==> config.mk <==
export PLATFORM = sky130hd
export DESIGN_NAME = vgcf_ctrl
export DESIGN_NICKNAME = d
export VERILOG_FILES = /design/src/design/vertical_gaussian_clamped_filter_assert.svh /design/src/design/vgcf_pkg.sv /design/src/design/vgcf_ctrl.sv
export SDC_FILE = /design/constraint.sdc
export NUM_CORES = 1
export LEC_CHECK = 0
export BUFFER_PORTS_ARGS = -buffer_cell sky130_fd_sc_hd__buf_2
export CAP_MARGIN = 20
export CORE_AREA = 2 2 39 41
export DETAILED_ROUTE_END_ITERATION = 6
export DIE_AREA = 0 0 41 43
export PLACE_DENSITY = 0.54
export SYNTH_ARGS = -nofsm -noshare
export SYNTH_HDL_FRONTEND = slang
export SYNTH_SLANG_ARGS = --single-unit
==> constraint.sdc <==
create_clock -name clk -period 1.1 [get_ports clk]
set_input_delay 0.165 -clock clk [delete_from_list [all_inputs] [get_ports clk]]
set_output_delay 0.165 -clock clk [all_outputs]
set_load 0.02 [all_outputs]
==> src/design/vertical_gaussian_clamped_filter_assert.svh <==
// ---------------------------------------------------------------------------
// Assertion macros for the vertical Gaussian filter
// Shared property forms, clocked on clk and disabled in reset.
// ---------------------------------------------------------------------------
`ifndef VERTICAL_GAUSSIAN_CLAMPED_FILTER_ASSERT_SVH
`define VERTICAL_GAUSSIAN_CLAMPED_FILTER_ASSERT_SVH

// The consequent holds in the same cycle as the antecedent.
`define VGCF_ASSERT_SAME(label, ante, cons) \
  label: assert property (@(posedge clk) disable iff (!rst_n) (ante) |-> (cons)) \
    else $error("vgcf: same-cycle check failed");

// The consequent holds in the cycle after the antecedent.
`define VGCF_ASSERT_NEXT(label, ante, cons) \
  label: assert property (@(posedge clk) disable iff (!rst_n) (ante) |=> (cons)) \
    else $error("vgcf: next-cycle check failed");

`endif

==> src/design/vgcf_pkg.sv <==
// ---------------------------------------------------------------------------
// Vertical Gaussian filter package
// Sizes, control types and controller states shared by the controller, the datapath and the top level.
// ---------------------------------------------------------------------------
package vgcf_pkg;

  localparam int MAX_WIDTH   = 2048;
  localparam int MAX_SPAN    = 11;
  localparam int SLOTS       = 2 * MAX_SPAN;
  localparam int STORE_DEPTH = SLOTS * MAX_WIDTH;
  localparam int COL_W       = $clog2(MAX_WIDTH);
  localparam int SLOT_W      = $clog2(SLOTS);
  localparam int ADDR_W      = SLOT_W + COL_W;
  localparam int PIX_W       = 16;
  localparam int ROW_W       = 16;
  localparam int CFG_W       = 64;
  localparam int CFG_IDX_W   = 3;
  localparam int ACC_W       = 37;

  // Register indexes of the configuration port.
  localparam logic [CFG_IDX_W-1:0] REG_WIDTH  = 3'd0;
  localparam logic [CFG_IDX_W-1:0] REG_HEIGHT = 3'd1;
  localparam logic [CFG_IDX_W-1:0] REG_SPAN   = 3'd2;
  localparam logic [CFG_IDX_W-1:0] REG_COEF0  = 3'd3;
  localparam logic [CFG_IDX_W-1:0] REG_COEF1  = 3'd4;
  localparam logic [CFG_IDX_W-1:0] REG_COEF2  = 3'd5;

  typedef enum logic [2:0] {
    ST_IDLE,
    ST_WRITE,
    ST_READ,
    ST_MUL,
    ST_ACC,
    ST_FIN,
    ST_OUT,
    ST_ADV
  } state_t;

  // Commands from the controller to the datapath.
  typedef struct packed {
    logic load;
    logic write;
    logic first_out;
    logic rd;
    logic mul;
    logic acc;
    logic next_tap;
    logic fin;
    logic next_out;
    logic adv;
  } cmd_t;

  // Status from the datapath to the controller.
  typedef struct packed {
    logic none_out;
    logic last_tap;
    logic last_out;
  } status_t;

endpackage

==> src/design/vgcf_ctrl.sv <==
// ---------------------------------------------------------------------------
// Vertical Gaussian filter controller
// Sequences write, tap reads, multiply-accumulate and result handoff.
// ---------------------------------------------------------------------------
module vgcf_ctrl (
  input  logic             clk,
  input  logic             rst_n,
  input  logic             in_valid,
  output logic             in_stall,
  output logic             out_valid,
  input  logic             out_stall,
  input  vgcf_pkg::status_t sts,
  output vgcf_pkg::cmd_t    cmd
);

  vgcf_pkg::state_t state_r, state_nxt;

  // State register.
  always_ff @(posedge clk) begin
    if (!rst_n) begin
      state_r <= vgcf_pkg::ST_IDLE;
    end else begin
      state_r <= state_nxt;
    end
  end

  // Next state and commands.
  always_comb begin
    state_nxt = state_r;
    cmd       = '0;
    in_stall  = 1'b1;
    out_valid = 1'b0;
    unique case (state_r)
      vgcf_pkg::ST_IDLE: begin
        in_stall = 1'b0;
        if (in_valid) begin
          cmd.load  = 1'b1;
          state_nxt = vgcf_pkg::ST_WRITE;
        end
      end
      vgcf_pkg::ST_WRITE: begin
        cmd.write = 1'b1;
        if (sts.none_out) begin
          state_nxt = vgcf_pkg::ST_ADV;
        end else begin
          cmd.first_out = 1'b1;
          state_nxt     = vgcf_pkg::ST_READ;
        end
      end
      vgcf_pkg::ST_READ: begin
        cmd.rd    = 1'b1;
        state_nxt = vgcf_pkg::ST_MUL;
      end
      vgcf_pkg::ST_MUL: begin
        cmd.mul   = 1'b1;
        state_nxt = vgcf_pkg::ST_ACC;
      end
      vgcf_pkg::ST_ACC: begin
        cmd.acc = 1'b1;
        if (sts.last_tap) begin
          state_nxt = vgcf_pkg::ST_FIN;
        end else begin
          cmd.next_tap = 1'b1;
          state_nxt    = vgcf_pkg::ST_READ;
        end
      end
      vgcf_pkg::ST_FIN: begin
        cmd.fin   = 1'b1;
        state_nxt = vgcf_pkg::ST_OUT;
      end
      vgcf_pkg::ST_OUT: begin
        out_valid = 1'b1;
        if (!out_stall) begin
          if (sts.last_out) begin
            state_nxt = vgcf_pkg::ST_ADV;
          end else begin
            cmd.next_out = 1'b1;
            state_nxt    = vgcf_pkg::ST_READ;
          end
        end
      end
      vgcf_pkg::ST_ADV: begin
        cmd.adv   = 1'b1;
        state_nxt = vgcf_pkg::ST_IDLE;
      end
      default: begin
        state_nxt = vgcf_pkg::ST_IDLE;
      end
    endcase
  end

endmodule

==> results.py <==
metrics = {
    "outcome": {
        "outcome": "complete, but fails checks",
        "failing_checks": "setup timing",
    },
    "power": {
        "power.total_w": 0.00171,
        "p_switching_w": 0.000669,
        "power_report.internal_total_w": 0.00104,
        "power.share.switching_pct": 39.1,
        "seq_power_share_pct": 15.2,
        "power.combinational.fraction_pct": 73.3,
        "ir_worst_vdd_mv": 0.889,
        "clock_power_share_pct": 11.6,
        "leakage_nw": 0.331,
        "power.density_cell_area_nw_per_um2": 2410,
    },
    "setup_path": {
        "critPathCapture": "cmd[9]",
        "timing.critical_path.required_ps": 940,
        "critical_path.max_fanout": 7,
        "critPathCaptureType": "primary output",
        "worstSetupPathDepth": 3,
        "critical_path_buffers_and_inverters": 1,
        "cpPeakStageDelay_ps": 410,
        "setup.worst_path.start": "state_r[0]$_SDFFE_PN0P_",
        "start_kind": "flop",
        "number_of_cells_on_the_worst_reg_to_reg_path": 5,
        "critical_path_class": "reg -> out",
        "timing.rr.end": "state_r[0]$_SDFFE_PN0P_",
        "cp_top_family": "simple AND/OR/NAND/NOR gates",
        "critical_path.reg2reg.startpoint": "state_r[0]$_SDFFE_PN0P_",
        "cpMaxStageDelayCell": "sky130_fd_sc_hd__or3_4",
        "r2r_slack_ps": -210,
        "worstPathArrival_ps": 1210,
        "crit_path_cell_trace": "or3_4, nor2_4, buf_6",
    },
    "place": {
        "hpwl_um": 618,
        "cell_count_after_placement": 76,
        "place_area_um2": 493,
        "placement.io_buffers": 18,
        "gp_congestion": 0.720,
    },
    "finish": {
        "nets": 80,
        "finish.instance_area_um2": 711,
        "reg_top3": "state_r (3)",
        "register_with_the_most_flip_flops": "state_r",
        "area_growth_pct": 136,
        "layout.core_utilization_pct": 51.4,
        "fin_cells": 88,
        "final_common_cell": "sky130_fd_sc_hd__buf_6",
        "largest_register_ffs": 3,
        "number_of_diodes_added_for_antenna_fixing": 0,
        "layout_common_cells": "sky130_fd_sc_hd__buf_6 (17), sky130_fd_sc_hd__buf_4 (10), sky130_fd_sc_hd__buf_2 (6)",
        "fraction_of_layout_instances_using_a_drive_strength_above_1_pct": 83.3,
    },
    "synthesis": {
        "area_of_the_mapped_netlist_um2": 302,
        "synthesized_netlist_cell_count": 37,
        "yosysWarningCount": 0,
        "netlist-cell-type-count": 22,
        "per_instance_average_area_after_synthesis_um2": 8.15,
        "ys_seq_area_share_pct": 19.9,
        "net_count_of_the_mapped_netlist": 44,
        "synth.ff_latch_count": 3,
    },
    "global_route": {
        "via_count_of_the_first_global_routing_pass": 346,
        "grt_start_max_net_pins": 12,
        "antenna_violations_before_repair": 0,
        "grt_use_total_pct": 11.2,
        "grt_overflow_total": 0,
        "grt_pass1_wl_mm": 1.31,
    },
    "die": {
        "area_of_the_core_region_um2": 1380,
        "chipWidth_um": 41,
        "initial_core_util_pct": 21.8,
        "fp-row-count": 14,
        "chipHeight_um": 43,
        "boundaryPins": 19,
        "dieArea_um2": 1760,
    },
    "sta": {
        "final_min_period_over_clock_period_pct": 125,
        "whs_ps": 164,
        "grt_setup_unrepaired": "true",
        "finalSetupViolCount": 14,
        "setup_ws_final_ps": -272,
        "hold_viol": 0,
        "max_freq_ghz": 0.729,
        "maxSlewHeadroom_pct": 85.5,
        "timing.final.crit_period_ps": 1370,
        "final-max-slew-violation-count": 0,
        "fin_skew_ps": 4.92,
        "tightestPinTransition_ps": 217,
    },
    "routing": {
        "totalWireLength_mm": 1.03,
        "post_drt_via_cell_ratio": 4.48,
        "drt-pass1-iter-count": 2,
        "avgRoutedWirePerCell_um": 11.6,
        "dr.first_iter.drc_count": 3,
        "dr_vias": 394,
        "drt_drc_violations_left": 0,
        "drtAntennaViolNets": 0,
    },
    "clock_network": {
        "cts_buffers": 3,
        "cts_sinks": 3,
        "cts_htree_levels": 1,
        "clk_path_buf_depth": 2,
        "tritoncts": "done",
        "clk_latency_ps": 240,
        "cts_root_buf": "sky130_fd_sc_hd__clkbuf_4",
        "clock_transition_at_path_regs_ps": 40,
    },
    "worst_hold_path": {
        "hold_path_class": "in -> reg",
    },
    "run": {
        "maxCapViolCount": 0,
    },
}
==> routing by layer <==
metal | GRT usage (%) | share of wire [%] | vias up
met5 | 0 | 0 | -
met4 | 10.0 | 2.9 | 0
met3 | 1.05 | 4.7 | 4
met2 | 18.8 | 53 | 13
met1 | 11.2 | 39 | 180
li1 | - | - | 197
==> worst reg2reg max path: cells and delay by family, from the launching register on <==
kind / cells / cell delay (ps)
flip-flops: 1 / 370
AO/OA/AOI/OAI: 2 / 370
buffers and inverters: 2 / 230
AND/OR/NAND/NOR: 1 / 220
==> how the worst min path moves through the flow <==
stage               slack, ps  cells past startpoint  start                       to
floorplan                 270                      2  rst_n  state_r[1]$_SDFFE_PN0P_
global placement          410                      3  rst_n  state_r[1]$_SDFFE_PN0P_
detailed placement        410                      3  rst_n  state_r[1]$_SDFFE_PN0P_
CTS                       160                      3  rst_n  state_r[1]$_SDFFE_PN0P_
global route              180                      3  rst_n  state_r[1]$_SDFFE_PN0P_
finish                    160                      3  rst_n  state_r[1]$_SDFFE_PN0P_
==> cell families (layout without fill, tap and decap cells) <==
family          Yosys count  after routing  synth area share, %
simple gates             23             23                 54.4
buf+inv                   6             41                 12.4
compound gates            5              5                 13.3
flops                     3              3                 19.9
==> power by group through the flow <==
stage,Sequential [W],Clock [W],Combinational (W)
2_1_floorplan,0.000189,0,0.000634
3_3_place_gp,0.000250,0,0.000830
3_5_place_dp,0.000248,0,0.000837
4_1_cts,0.000269,0.000200,0.00107
5_1_grt,0.000272,0.000206,0.00133
6_report,0.000259,0.000198,0.00125
==> area by class of cell <==
type,instances,area [um^2]
fill,134,673
timing repair buffer,34,302
multi-input combinational,28,280
sequential,3,71.3
clock buffer,4,26.3
tap,16,20.0
inverter,3,11.3
==> metrics by stage <==
stage / setup WS, ps / TNS (ps)
4_1_cts: -267 / -2410
5_1_grt: -302 / -3340
2_1_floorplan: -109 / -253
3_3_place_gp: -85.3 / -474
3_5_place_dp: -105 / -549
6_report: -272 / -2860
==> cells in the mapped netlist, drive strengths merged <==
| cell | instances | share of area (%) |
|---|---|---|
| nand2 | 3 | 3.7 |
| nor2 | 4 | 5.0 |
| a211oi | 2 | 6.6 |
| or2 | 1 | 2.1 |
| and3b | 3 | 10 |
| nor3 | 1 | 1.7 |
| nor3b | 2 | 5.0 |
| or3 | 2 | 7.5 |
| a21oi | 2 | 4.6 |
| nand3 | 1 | 1.7 |
| and3 | 1 | 2.5 |
| and2 | 1 | 2.5 |
| and4bb | 2 | 8.3 |
| nor2b | 1 | 2.1 |
| inv | 3 | 3.7 |
| buf | 3 | 8.7 |
| a31oi | 1 | 2.1 |
| or2b | 1 | 2.5 |
| dfxtp | 3 | 20 |
==> repair_timing <==
action | 4_1_cts | 5_1_grt
buffers inserted | 3 | 5
resized for setup | 33 | 9
pin swaps | 9 | 5
hold buffers | 0 | 0
setup endpoints to repair | 14 | 14
hold endpoints to repair | 0 | 0
Note: power is estimated with default switching activity, not from simulation.
